$ cat src/design/kwsm_pkg.sv
// Shared types and constants for the keyword substitution map unit.
package kwsm_pkg;

	localparam int MAP_DEPTH  = 256;
	localparam int IDX_W      = $clog2(MAP_DEPTH);
	localparam int SIZE_W     = $clog2(MAP_DEPTH + 1);
	localparam int DATA_W     = 8;
	localparam int KIND_W     = 3;
	localparam int STATUS_W   = 3;
	localparam int CFG_SIZE_W = 9;
	localparam int CFG_IDX_W  = 1;

	localparam logic [KIND_W-1:0] KIND_CLEAR = 3'd0;
	localparam logic [KIND_W-1:0] KIND_KEY   = 3'd1;
	localparam logic [KIND_W-1:0] KIND_FINAL = 3'd2;
	localparam logic [KIND_W-1:0] KIND_FWD   = 3'd3;
	localparam logic [KIND_W-1:0] KIND_INV   = 3'd4;

	localparam logic [STATUS_W-1:0] STAT_OK        = 3'd0;
	localparam logic [STATUS_W-1:0] STAT_DUP       = 3'd1;
	localparam logic [STATUS_W-1:0] STAT_RANGE     = 3'd2;
	localparam logic [STATUS_W-1:0] STAT_NOT_READY = 3'd3;
	localparam logic [STATUS_W-1:0] STAT_TOO_LARGE = 3'd4;

	localparam logic [CFG_IDX_W-1:0] CFG_BASE = 1'b0;
	localparam logic [CFG_IDX_W-1:0] CFG_SIZE = 1'b1;

	typedef struct packed {
		logic [KIND_W-1:0] kind;
		logic [DATA_W-1:0] value;
	} item_t;

	typedef struct packed {
		logic [DATA_W-1:0]   data;
		logic [STATUS_W-1:0] status;
	} result_t;

	typedef struct packed {
		logic clear;
		logic key_load;
		logic walk_start;
		logic walk_step;
		logic lookup_read;
		logic res_simple;
		logic res_lookup;
		logic res_walk;
	} cmd_t;

	typedef struct packed {
		logic out_free;
		logic lookup_ok;
		logic walk_last;
	} stat_t;

endpackage

$ cat src/design/keyword_substitution_map_unit.sv
// Top level of the keyword substitution map unit: controller plus datapath.
// Builds a keyed substitution alphabet over alphabet_size consecutive byte values
// starting at alphabet_base (wrapping mod 256). Each input word carries a kind and
// a value and produces exactly one result word. Clear, key-byte and unused kinds,
// and a lookup that is refused (map not ready or offset too large), load their
// result straight from idle; an accepted forward or inverse lookup first does the
// registered read of the table RAM; finalize first runs a walk over eff_size
// offsets, where eff_size is alphabet_size clamped to 1..MAP_DEPTH, that visits
// one offset per cycle and writes both table RAMs. One word is in work at a time;
// the next word is taken as soon as the controller is back in idle and the result
// register is empty or being drained. A config write also clears the loaded key and
// the ready flag; cfg_ready is always high and writes are expected only while idle.
// The key bitmap sits in flops cleared at once, so there is no clearing pass after
// reset; table entries are undefined until a key load or finalize writes them.
module keyword_substitution_map_unit (
	input  logic                             clk,
	input  logic                             arst_n,
	// item channel
	input  logic                             item_valid,
	output logic                             item_stall,
	input  kwsm_pkg::item_t                  item,
	// result channel
	output logic                             result_valid,
	input  logic                             result_stall,
	output kwsm_pkg::result_t                result,
	// config write channel
	input  logic                             cfg_valid,
	output logic                             cfg_ready,
	input  logic [kwsm_pkg::CFG_IDX_W-1:0]   cfg_index,
	input  logic [kwsm_pkg::CFG_SIZE_W-1:0]  cfg_data
);

	kwsm_pkg::cmd_t  cmd;
	kwsm_pkg::stat_t stat;

	// register writes never wait
	assign cfg_ready = 1'b1;

	kwsm_ctrl u_ctrl (
		.clk       (clk),
		.arst_n    (arst_n),
		.item_valid(item_valid),
		.kind      (item.kind),
		.stat      (stat),
		.cmd       (cmd),
		.item_stall(item_stall)
	);

	kwsm_dp u_dp (
		.clk         (clk),
		.arst_n      (arst_n),
		.item        (item),
		.cmd         (cmd),
		.stat        (stat),
		.cfg_valid   (cfg_valid && cfg_ready),
		.cfg_index   (cfg_index),
		.cfg_data    (cfg_data),
		.result      (result),
		.result_valid(result_valid),
		.result_stall(result_stall)
	);

endmodule

$ cat src/design/kwsm_ram.sv
// Generic simple dual-port RAM with registered read.
module kwsm_ram #(
	parameter int WIDTH = 8,
	parameter int DEPTH = 256
) (
	input  logic                     clk,
	input  logic                     we,
	input  logic [$clog2(DEPTH)-1:0] waddr,
	input  logic [WIDTH-1:0]         wdata,
	input  logic                     re,
	input  logic [$clog2(DEPTH)-1:0] raddr,
	output logic [WIDTH-1:0]         rdata
);

	logic [WIDTH-1:0] mem_q [DEPTH];

	always_ff @(posedge clk) begin
		if (we) begin
			mem_q[waddr] <= wdata;
		end
		if (re) begin
			rdata <= mem_q[raddr];
		end
	end

endmodule

$ cat src/design/kwsm_ctrl.sv
// Controller state machine: sequences clear, key load, finalize walk and lookup.
module kwsm_ctrl (
	input  logic                         clk,
	input  logic                         arst_n,
	input  logic                         item_valid,
	input  logic [kwsm_pkg::KIND_W-1:0]  kind,
	input  kwsm_pkg::stat_t              stat,
	output kwsm_pkg::cmd_t               cmd,
	output logic                         item_stall
);

	typedef enum logic [2:0] {
		ST_IDLE = 3'b001,
		ST_WALK = 3'b010,
		ST_LOOK = 3'b100
	} state_t;

	state_t state_q, state_d;
	logic   take;

	assign item_stall = !((state_q == ST_IDLE) && stat.out_free);
	assign take       = item_valid && !item_stall;

	always_comb begin
		cmd     = '0;
		state_d = state_q;
		unique case (state_q)
			ST_IDLE: begin
				if (take) begin
					unique case (kind) inside
						kwsm_pkg::KIND_CLEAR: begin
							cmd.clear      = 1'b1;
							cmd.res_simple = 1'b1;
						end
						kwsm_pkg::KIND_KEY: begin
							cmd.key_load   = 1'b1;
							cmd.res_simple = 1'b1;
						end
						kwsm_pkg::KIND_FINAL: begin
							cmd.walk_start = 1'b1;
							state_d        = ST_WALK;
						end
						kwsm_pkg::KIND_FWD, kwsm_pkg::KIND_INV: begin
							if (stat.lookup_ok) begin
								cmd.lookup_read = 1'b1;
								state_d         = ST_LOOK;
							end else begin
								cmd.res_simple = 1'b1;
							end
						end
						default: begin
							cmd.res_simple = 1'b1;
						end
					endcase
				end
			end
			ST_WALK: begin
				cmd.walk_step = 1'b1;
				if (stat.walk_last) begin
					cmd.res_walk = 1'b1;
					state_d      = ST_IDLE;
				end
			end
			ST_LOOK: begin
				cmd.res_lookup = 1'b1;
				state_d        = ST_IDLE;
			end
			default: begin
				state_d = ST_IDLE;
			end
		endcase
	end

	always_ff @(posedge clk or negedge arst_n) begin
		if (!arst_n) begin
			state_q <= ST_IDLE;
		end else begin
			state_q <= state_d;
		end
	end

endmodule

$ cat src/design/kwsm_dp.sv
// Datapath: config registers, key bookkeeping, finalize walk, tables and result register.
module kwsm_dp (
	input  logic                             clk,
	input  logic                             arst_n,
	input  kwsm_pkg::item_t                  item,
	input  kwsm_pkg::cmd_t                   cmd,
	output kwsm_pkg::stat_t                  stat,
	input  logic                             cfg_valid,
	input  logic [kwsm_pkg::CFG_IDX_W-1:0]   cfg_index,
	input  logic [kwsm_pkg::CFG_SIZE_W-1:0]  cfg_data,
	output kwsm_pkg::result_t                result,
	output logic                             result_valid,
	input  logic                             result_stall
);

	logic [kwsm_pkg::DATA_W-1:0]     base_q;
	logic [kwsm_pkg::CFG_SIZE_W-1:0] size_q;
	logic [kwsm_pkg::MAP_DEPTH-1:0]  used_q;
	logic [kwsm_pkg::SIZE_W-1:0]     key_len_q;
	logic                            ready_q;
	logic [kwsm_pkg::SIZE_W-1:0]     off_q;
	logic [kwsm_pkg::SIZE_W-1:0]     pos_q;
	logic                            sel_inv_q;
	kwsm_pkg::result_t               result_q;
	logic                            result_valid_q;

	logic [kwsm_pkg::SIZE_W-1:0]     eff_size;
	logic [kwsm_pkg::DATA_W-1:0]     key_off;
	logic                            key_in_range;
	logic                            key_dup;
	logic                            key_ok;
	logic                            val_in_range;
	logic                            walk_wr;
	logic                            clear_all;
	logic [kwsm_pkg::STATUS_W-1:0]   simple_status;

	logic                            fwd_we, inv_we;
	logic [kwsm_pkg::IDX_W-1:0]      fwd_waddr, inv_waddr;
	logic [kwsm_pkg::DATA_W-1:0]     fwd_wdata, inv_wdata;
	logic [kwsm_pkg::DATA_W-1:0]     fwd_rdata, inv_rdata;

	// size register clamped to 1..MAP_DEPTH
	always_comb begin
		if (size_q == '0) begin
			eff_size = kwsm_pkg::SIZE_W'(1);
		end else if (size_q > kwsm_pkg::CFG_SIZE_W'(kwsm_pkg::MAP_DEPTH)) begin
			eff_size = kwsm_pkg::SIZE_W'(kwsm_pkg::MAP_DEPTH);
		end else begin
			eff_size = kwsm_pkg::SIZE_W'(size_q);
		end
	end

	assign key_off      = item.value - base_q;
	assign key_in_range = {1'b0, key_off} < kwsm_pkg::CFG_SIZE_W'(eff_size);
	assign key_dup      = used_q[key_off[kwsm_pkg::IDX_W-1:0]];
	assign key_ok       = key_in_range && !key_dup &&
	                      (key_len_q < kwsm_pkg::SIZE_W'(kwsm_pkg::MAP_DEPTH));
	assign val_in_range = {1'b0, item.value} < kwsm_pkg::CFG_SIZE_W'(eff_size);
	assign walk_wr      = cmd.walk_step && !used_q[off_q[kwsm_pkg::IDX_W-1:0]];
	assign clear_all    = cmd.clear || cfg_valid;

	assign stat.out_free  = !result_valid_q || !result_stall;
	assign stat.lookup_ok = ready_q && val_in_range;
	assign stat.walk_last = off_q == (eff_size - kwsm_pkg::SIZE_W'(1));

	always_comb begin
		simple_status = kwsm_pkg::STAT_OK;
		unique case (item.kind) inside
			kwsm_pkg::KIND_KEY: begin
				if (!key_in_range) begin
					simple_status = kwsm_pkg::STAT_RANGE;
				end else if (key_dup) begin
					simple_status = kwsm_pkg::STAT_DUP;
				end
			end
			kwsm_pkg::KIND_FWD, kwsm_pkg::KIND_INV: begin
				if (!ready_q) begin
					simple_status = kwsm_pkg::STAT_NOT_READY;
				end else if (!val_in_range) begin
					simple_status = kwsm_pkg::STAT_TOO_LARGE;
				end
			end
			default: begin
				simple_status = kwsm_pkg::STAT_OK;
			end
		endcase
	end

	// table write ports: key load or finalize walk
	assign fwd_we    = (cmd.key_load && key_ok) || walk_wr;
	assign inv_we    = fwd_we;
	assign fwd_waddr = cmd.key_load ? key_len_q[kwsm_pkg::IDX_W-1:0]
	                                : pos_q[kwsm_pkg::IDX_W-1:0];
	assign fwd_wdata = cmd.key_load ? item.value
	                                : base_q + kwsm_pkg::DATA_W'(off_q);
	assign inv_waddr = cmd.key_load ? key_off[kwsm_pkg::IDX_W-1:0]
	                                : off_q[kwsm_pkg::IDX_W-1:0];
	assign inv_wdata = cmd.key_load ? kwsm_pkg::DATA_W'(key_len_q)
	                                : kwsm_pkg::DATA_W'(pos_q);

	kwsm_ram #(
		.WIDTH(kwsm_pkg::DATA_W),
		.DEPTH(kwsm_pkg::MAP_DEPTH)
	) u_fwd_ram (
		.clk  (clk),
		.we   (fwd_we),
		.waddr(fwd_waddr),
		.wdata(fwd_wdata),
		.re   (cmd.lookup_read),
		.raddr(item.value[kwsm_pkg::IDX_W-1:0]),
		.rdata(fwd_rdata)
	);

	kwsm_ram #(
		.WIDTH(kwsm_pkg::DATA_W),
		.DEPTH(kwsm_pkg::MAP_DEPTH)
	) u_inv_ram (
		.clk  (clk),
		.we   (inv_we),
		.waddr(inv_waddr),
		.wdata(inv_wdata),
		.re   (cmd.lookup_read),
		.raddr(item.value[kwsm_pkg::IDX_W-1:0]),
		.rdata(inv_rdata)
	);

	always_ff @(posedge clk or negedge arst_n) begin
		if (!arst_n) begin
			base_q    <= '0;
			size_q    <= kwsm_pkg::CFG_SIZE_W'(256);
			used_q    <= '0;
			key_len_q <= '0;
			ready_q   <= 1'b0;
		end else begin
			if (cfg_valid) begin
				unique case (cfg_index)
					kwsm_pkg::CFG_BASE: base_q <= cfg_data[kwsm_pkg::DATA_W-1:0];
					kwsm_pkg::CFG_SIZE: size_q <= cfg_data;
					default: ;
				endcase
			end
			if (clear_all) begin
				used_q    <= '0;
				key_len_q <= '0;
				ready_q   <= 1'b0;
			end else if (cmd.key_load && key_ok) begin
				used_q[key_off[kwsm_pkg::IDX_W-1:0]] <= 1'b1;
				key_len_q <= key_len_q + kwsm_pkg::SIZE_W'(1);
				ready_q   <= 1'b0;
			end else if (cmd.walk_step && stat.walk_last) begin
				ready_q <= 1'b1;
			end
		end
	end

	// walk counters and lookup select: payload only
	always_ff @(posedge clk) begin
		if (cmd.walk_start) begin
			off_q <= '0;
			pos_q <= key_len_q;
		end else if (cmd.walk_step) begin
			off_q <= off_q + kwsm_pkg::SIZE_W'(1);
			if (walk_wr) begin
				pos_q <= pos_q + kwsm_pkg::SIZE_W'(1);
			end
		end
		if (cmd.lookup_read) begin
			sel_inv_q <= item.kind == kwsm_pkg::KIND_INV;
		end
	end

	always_ff @(posedge clk or negedge arst_n) begin
		if (!arst_n) begin
			result_valid_q <= 1'b0;
		end else if (cmd.res_simple || cmd.res_lookup || cmd.res_walk) begin
			result_valid_q <= 1'b1;
		end else if (!result_stall) begin
			result_valid_q <= 1'b0;
		end
	end

	always_ff @(posedge clk) begin
		if (cmd.res_simple) begin
			result_q.data   <= '0;
			result_q.status <= simple_status;
		end else if (cmd.res_lookup) begin
			result_q.data   <= sel_inv_q ? inv_rdata : fwd_rdata;
			result_q.status <= kwsm_pkg::STAT_OK;
		end else if (cmd.res_walk) begin
			result_q.data   <= '0;
			result_q.status <= kwsm_pkg::STAT_OK;
		end
	end

	assign result       = result_q;
	assign result_valid = result_valid_q;

`ifndef SYNTHESIS
	a_key_len_bound: assert property (@(posedge clk) disable iff (!arst_n)
		kwsm_pkg::CFG_SIZE_W'(key_len_q) <= kwsm_pkg::CFG_SIZE_W'(eff_size))
		else $error("key length exceeds alphabet size");

	a_walk_pos_bound: assert property (@(posedge clk) disable iff (!arst_n)
		walk_wr |-> (kwsm_pkg::CFG_SIZE_W'(pos_q) < kwsm_pkg::CFG_SIZE_W'(kwsm_pkg::MAP_DEPTH)))
		else $error("finalize writes past table end");

	a_result_slot_free: assert property (@(posedge clk) disable iff (!arst_n)
		(cmd.res_simple || cmd.res_lookup || cmd.res_walk) |-> stat.out_free)
		else $error("result loaded over a word still held");

	a_ready_from_walk: assert property (@(posedge clk) disable iff (!arst_n)
		$rose(ready_q) |-> $past(cmd.walk_step && stat.walk_last))
		else $error("map ready set outside finalize");
`endif

endmodule
$ cat config.mk
export PLATFORM = sky130hd
export DESIGN_NAME = keyword_substitution_map_unit
export DESIGN_NICKNAME = d
export VERILOG_FILES = /design/src/design/kwsm_pkg.sv /design/src/design/keyword_substitution_map_unit.sv /design/src/design/kwsm_ram.sv /design/src/design/kwsm_ctrl.sv /design/src/design/kwsm_dp.sv
export SDC_FILE = /design/constraint.sdc
export NUM_CORES = 2
export LEC_CHECK = 0
export BUFFER_PORTS_ARGS = -buffer_cell sky130_fd_sc_hd__buf_2
export CORE_ASPECT_RATIO = 0.9
export CORE_UTILIZATION = 39
export DETAILED_ROUTE_END_ITERATION = 16
export PLACE_DENSITY = 0.57
export SYNTH_ARGS = -nofsm -noshare
export SYNTH_HDL_FRONTEND = slang
export SYNTH_HIERARCHICAL = 1
export SYNTH_SLANG_ARGS = --single-unit
$ cat constraint.sdc
create_clock -name clk -period 33.2 [get_ports clk]
set_input_delay 1.66 -clock clk [delete_from_list [all_inputs] [get_ports clk]]
set_output_delay 1.66 -clock clk [all_outputs]
set_load 0.05 [all_outputs]
==> After elaboration in Yosys (flattened, before gate mapping) <==
Memory sizes are Yosys's and may differ from the RTL's. A register that Yosys moved wholly into a read port is not among the register bits.
Cells that the tools add are included.
{ "word_totals": {"out_inout_bits": 14, "register_bits": 317, "ram_bits": 4096, "in_bits": 26, "word_cells": 128, "mem_count": 2} }
{ "mem_list": {"columns": ["memory", "depth", "word_bits", "rd", "rd_ports_with_merged_regs", "write_ports", "line_no", "source"], "rows": [
  ["u_dp.u_fwd_ram.mem_q", 256, 8, 1, 1, 1, "kwsm_ram.sv:15", "logic [WIDTH-1:0] mem_q [DEPTH];"],
  ["u_dp.u_inv_ram.mem_q", 256, 8, 1, 1, 1, "kwsm_ram.sv:15", null]
]} }
{ "classes": {"magnitude_cmp": 7, "bitwise_logic": 2, "n_eq_ne": 13, "reduce_logical": 32, "n_mux": 54, "addsub": 6} }
{ "op_table": {"columns": ["operator", "n"], "rows": [
  ["256-bit 2-to-1 mux", 2],
  ["256-bit OR", 1],
  ["9-bit 2-to-1 mux", 7],
  ["8-bit 2-to-1 mux", 4],
  ["9-bit by 1-bit adder with 9-bit output, second input constant", 3],
  ["3-bit 2-to-1 mux", 8],
  ["11-bit 2-to-1 mux", 2],
  ["1-bit 2-to-1 mux", 21],
  ["8-bit by 9-bit < comparator with 1-bit output", 2],
  ["8-bit by 9-bit < comparator with 1-bit output, second input constant", 2],
  ["3-bit one-hot mux with 2 select lines", 3],
  ["1-bit binary-select mux with 8-bit select", 2],
  ["3-bit by 2-bit == test with 1-bit output, second input constant", 3],
  ["9-bit == test", 1],
  ["9-bit greater-than comparator, second input constant", 1],
  ["1-bit logical AND", 9],
  ["9-bit zero test", 1],
  ["9-bit < comparator, second input constant", 1],
  ["9-bit by 1-bit subtractor with 9-bit output, second input constant", 1],
  ["8-bit adder", 1],
  ["1-bit demux with 8-bit select", 1],
  ["8-bit by 1-bit greater-or-equal comparator with 1-bit output, second input constant", 1],
  ["2-bit nonzero test", 4],
  ["8-bit subtractor", 1],
  ["14 further kinds", 32]
]} }

==> Longest topological paths before layout <==
{ "depth": {"depth_word": 12, "mapped_depth": 24, "depth_no_buf": 18} }

==> Hierarchy <==
The synthesis kept the hierarchy.
{ "by_module_without_submodules": {"columns": ["module", "area_each_um2", "seq_area_each_um2", "instances", "cells_each"], "rows": [
  ["kwsm_ram", 79636.4, 61739.2, 2, 3733],
  ["kwsm_dp", 17387.9, 7808.7, 1, 1590],
  ["kwsm_ctrl", 255.2, 76.3, 1, 27],
  ["keyword_substitution_map_unit", 11.3, 0.0, 1, 2]
]} }

==> Worst setup path after synthesis <==
Ideal clock, no wire load.
{ "synth_timing": {"kind": "input-to-reg", "start": "in result_stall", "end": "mem u_dp.u_fwd_ram.mem_q[0][2] (data pin)", "n_path_buf": 2, "path_stages": 7, "setup_slack_ps": 18520, "required_time_ps": 31013, "t_arrival_ps": 12493, "setup_time_ps": 2187, "path_cell_list": "nand2_1 > and4bb_1 > nand2_2 > nor4b_2 > clkbuf_1 > clkbuf_1 > o21ai_0"} }
{ "synth_lines": {"columns": ["item", "line_no", "source"], "rows": [
  ["start, declared", "keyword_substitution_map_unit.sv:24", "input logic result_stall,"],
  ["end, declared", "kwsm_ram.sv:15", null]
]} }

==> Worst setup path after layout <==
{ "layout_timing": {"start": "in item[0] in the netlist's numbering", "end": "mem u_dp.u_inv_ram.mem_q[188][3], enable pin"} }
{ "layout_between": {"elab_chain_cells": 10, "elab_cells_between_ends": 12, "classes_between": "add/sub (1); order compare (1); mux (5); reduce/logical (5)"} }
{ "layout_lines": {"columns": ["item", "line_no", "source"], "rows": [
  ["start, declared", "keyword_substitution_map_unit.sv:21", "input kwsm_pkg::item_t item,"],
  ["8-bit subtractor (*)", "kwsm_dp.sv:53", "assign key_off = item.value - base_q;"],
  ["1-bit binary-select mux with 8-bit select", "kwsm_dp.sv:55", "assign key_dup = used_q[key_off[kwsm_pkg::IDX_W-1:0]];"],
  ["1-bit 2-to-1 mux (not written as such)", "kwsm_dp.sv:55", null],
  ["1-bit zero test", "kwsm_dp.sv:56", "assign key_ok = key_in_range && !key_dup &&"],
  ["1-bit logical AND (*) (2 in series)", "kwsm_dp.sv:56", null],
  ["1-bit logical AND (*)", "kwsm_dp.sv:90", "assign fwd_we = (cmd.key_load && key_ok) || walk_wr;"],
  ["1-bit logical OR (*)", "kwsm_dp.sv:90", null],
  ["via u_dp.fwd_we", "kwsm_dp.sv:37", "logic fwd_we, inv_we;"],
  ["1-bit 2-to-1 mux (*)", "kwsm_ram.sv:18", "if (we) begin"],
  ["1-bit 2-to-1 mux (not written as such) (*)", "kwsm_ram.sv:19", "mem_q[waddr] <= wdata;"],
  ["end, declared", "kwsm_ram.sv:15", null]
]} }
The timed path passes the listed nets; every way through them passes the cells marked *. The select of a mux whose other input is x is not followed.

==> impl_results.md <==
* CTS tree: built
* DRC at 0
* First-pass GRT wire length at 704,000 um
* Wire per inst at 31.8 um
* CTS Sinks at 4,428
* Starting Density at 0.392
* Post-CTS sizing at 0
* Cts bufs inserted at 441
* Post-synth cell types at 84
* Number of synthesized flops with an enable pin at 4,124
* Die width at 712 um
* Routed via count at 92,300
* Multi-input logic area at 42,400 um^2
* Critical Path Fanout Max at 45
* Fillers at 38,200
* Setup Skew at 111 ps
* Final #Nets at 9,253
* Vias per cell at 5.92
* Post-Synth Adder-Cell Area at 0.00249
* Hold WC Path Type: reg -> reg
* Setup TNS at 0 ps
* Cells on worst reg2reg path at 15
* Final Hold Viols at 0
* Dominant cell type by area after synthesis: edfxtp_1
* H-tree Lvls at 5
* Min Tclk post-route at 9030 ps
* Number of setup violations in the final report at 0
* RSZ-0062 raised after global routing: no
* Synth top area cells: edfxtp_1 70%, mux4_2 13%, dfrtp_1 4.0%, mux2i_1 1.8%, nor2_1 1.3%
* Pwr per Cell Area at 63.9 nW/um^2
* Outcome: finished clean
* XOR/XNOR Fraction of Synth Area at 0.00207
* Reg-to-reg startpoint: u_dp/base_q[0]$_DFFE_PN0P_
* Worst-margin pin slew at 1300 ps
* Ys Warns at 6
* FF+latch count, synth at 4,428
* Max Root-Sink Buffers at 4
* Share of cells above drive strength 1 at 0.220
* Tcrit/Tclk final at 0.272
* Total I/O pin count at 40
* CP endpoint kind: register
* Vias in the first global route at 91,900
* Initial antenna violation count at 27
* Drt pass-1 iters at 6
* Synth Area in Simple Gates at 0.0351
* Avg Cell Area, Syn at 19.5 um^2
* Min-delay src: u_dp/result[5]$_SDFFE_PP0P_
* R2R Path End: u_dp/u_inv_ram/mem_q[188][3]$_DFFE_PP_
* HPWL after DPL at 307,000 um
* Register area at 131,000 um^2
* Data arrival, critical path at 9610 ps
* Sequential area share after synthesis at 0.742
* Leakage power at 0.0622 uW
* Layout area overhead at 12.1%
* Max VDD drop at 0.0980 mV
* Post-synth net total at 9,145
* Async set or reset register ratio after synthesis at 0.0648
* Setup Crit Path Kind: in -> reg
* Row cnt at 234
* R2R setup slack at 24,830 ps
* Synth top area share at 0.700
* Final ANT Viol Nets at 0
* Post-synthesis mux area share at 0.155
* Final GP Congestion at 0.868
* Port buffer count at 38
* Initial drt markers at 12,700
* Fin worst setup slack at 24,170 ps
* Placement Setup Slack at 23,120 ps
* Post CTS Setup Buffer Count at 0
* Worst Setup Start Kind: primary input
* Final wirelength at 495,000 um
* Hold EP: u_dp/result[5]$_SDFFE_PP0P_
* Die H at 641 um
* Predominant post-synthesis flop cell: edfxtp_1
* Clock Latency Late Sink at 1060 ps
* Worst slew margin at 0.123
* Hold Buf Count CTS at 0
* Largest family of logic cells by synthesized area: multiplexers
* Syn Inst Count at 9,085
* Clock transition at the registers of the reported paths at 60 ps
* WHS Path Cells at 2
* Largest net degree at the start of global routing at 157
* Max cap viols at 0
* Compound-Gate Fraction of Synth Area at 0.0423
* Aggregate global routing overflow at 0
* Peak Freq at 111 MHz
* GR Util All Layers at 0.213
* Mapped cell area at 177,000 um^2
* Core ar. at 451,000 um^2
* Max-slew violation count at 0
* Critical Path RT at 33,780 ps
* Die area at 456,000 um^2
* Root Driver: clkbuf_16
==> power breakdown <==
group | switching (uW) | internal [uW] | leakage (uW)
Combinational | 899 | 264 | 0.0137
Sequential | 13.1 | 6400 | 0.0413
Clock | 2160 | 2940 | 0.00719
==> logic make-up (layout without fill, tap and decap cells) <==
kind of cell             count (synthesis)  in the layout
other                                    1              5
adder cells (fa/ha/maj)                 34             34
XOR/XNOR                                41             41
multiplexers                          1405           1405
buffers and inverters                  627           1109
AND/OR/NAND/NOR                       1401           1401
AO/OA/AOI/OAI                         1148           1148
flip-flops                            4428           4428
==> through the flow <==
stage	utilization	power [uW]	hold slack, ps	std cells	area, um^2
after floorplan	-	7330	428	9085	177000
after detailed placement	0.406	7710	444	14800	183000
after CTS	0.439	12800	458	15600	198000
after global routing	0.439	13000	497	15600	198000
after global placement	0.406	7710	440	14800	183000
final	0.439	12700	458	15600	198000
==> synthesized netlist by cell type (all sizes together) (95+ instances only) <==
cell       n
a22oi    267
nand2    398
mux2i    310
clkbuf   300
mux4    1062
dfrtp    285
nand3     95
a21oi    222
buf      290
edfxtp  4124
nor2     603
o21ai    323
==> final cells by class <==
class / count / share of cell area
flip-flops and latches: 4428 / 0.662
clock buffers: 519 / 0.0578
well taps: 6018 / 0.0380
inverters: 37 / 0.000700
multi-input cells: 4030 / 0.214
diodes: 4 / 0.0000505
repair buffers: 255 / 0.0103
clock inverters: 298 / 0.0169
==> state kept, by name (all words and copies together) (netlist names), 3 cells and up <==
| register | cells |
|---|---|
| u_ctrl/state_q | 3 |
| u_dp/base_q | 8 |
| u_dp/key_len_q | 9 |
| u_dp/off_q | 9 |
| u_dp/pos_q | 8 |
| u_dp/result | 11 |
| u_dp/size_q | 9 |
| u_dp/u_fwd_ram/mem_q | 2048 |
| u_dp/u_fwd_ram/rdata | 8 |
| u_dp/u_inv_ram/mem_q | 2048 |
| u_dp/u_inv_ram/rdata | 8 |
| u_dp/used_q | 256 |
==> cells in the final DEF (no fill, tap or decap), types with 55 or more instances in the layout <==
cell	n
edfxtp_1	4124
o21ai_0	304
o22ai_1	60
nor2b_1	62
nor3_1	55
nor2_1	595
dfrtp_1	285
o221ai_1	92
a22oi_1	267
nand2_1	397
a21oi_1	219
nand3_1	91
bufinv_16	59
clkbuf_16	445
mux2i_1	310
clkbuf_1	69
mux4_2	1054
buf_4	206
clkinv_2	88
clkinv_1	83
==> worst max-delay path: stages <==
cell	delay, ps
buf_12	200
inv_1	160
ha_4	140
inv_1	50
fa_4	1080
buf_4	700
mux4_2	600
mux2i_1	150
mux2i_1	140
o22ai_1	210
o211ai_1	250
a31oi_2	820
a41o_2	720
buf_4	440
nand4_1	890
buf_4	550
nor2_1	630
==> worst max path at each step <==
stage	startpoint	end	slack, ps	depth (start not counted)
after floorplan	result_stall	u_dp/u_fwd_ram/mem_q[0][2]$_DFFE_PP_	18520	7
after global placement	item[0]	u_dp/u_inv_ram/mem_q[49][0]$_DFFE_PP_	23180	17
after detailed placement	item[0]	u_dp/u_inv_ram/mem_q[49][4]$_DFFE_PP_	23120	17
after CTS	item[0]	u_dp/u_inv_ram/mem_q[49][0]$_DFFE_PP_	24180	17
after global routing	item[0]	u_dp/u_inv_ram/mem_q[177][0]$_DFFE_PP_	23950	17
final	item[0]	u_dp/u_inv_ram/mem_q[188][3]$_DFFE_PP_	24170	17
==> per-layer routing <==
layer,vias up,routed length (um),GRT usage,part of all wire
li1,37500,-,-,-
met2,4955,226000,0.327,0.46
met5,-,12,0,0.000024
met3,744,45700,0.0432,0.092
met1,49100,209000,0.310,0.42
met4,2,13800,0.0566,0.028
Note: power is estimated with default switching activity, not from simulation.
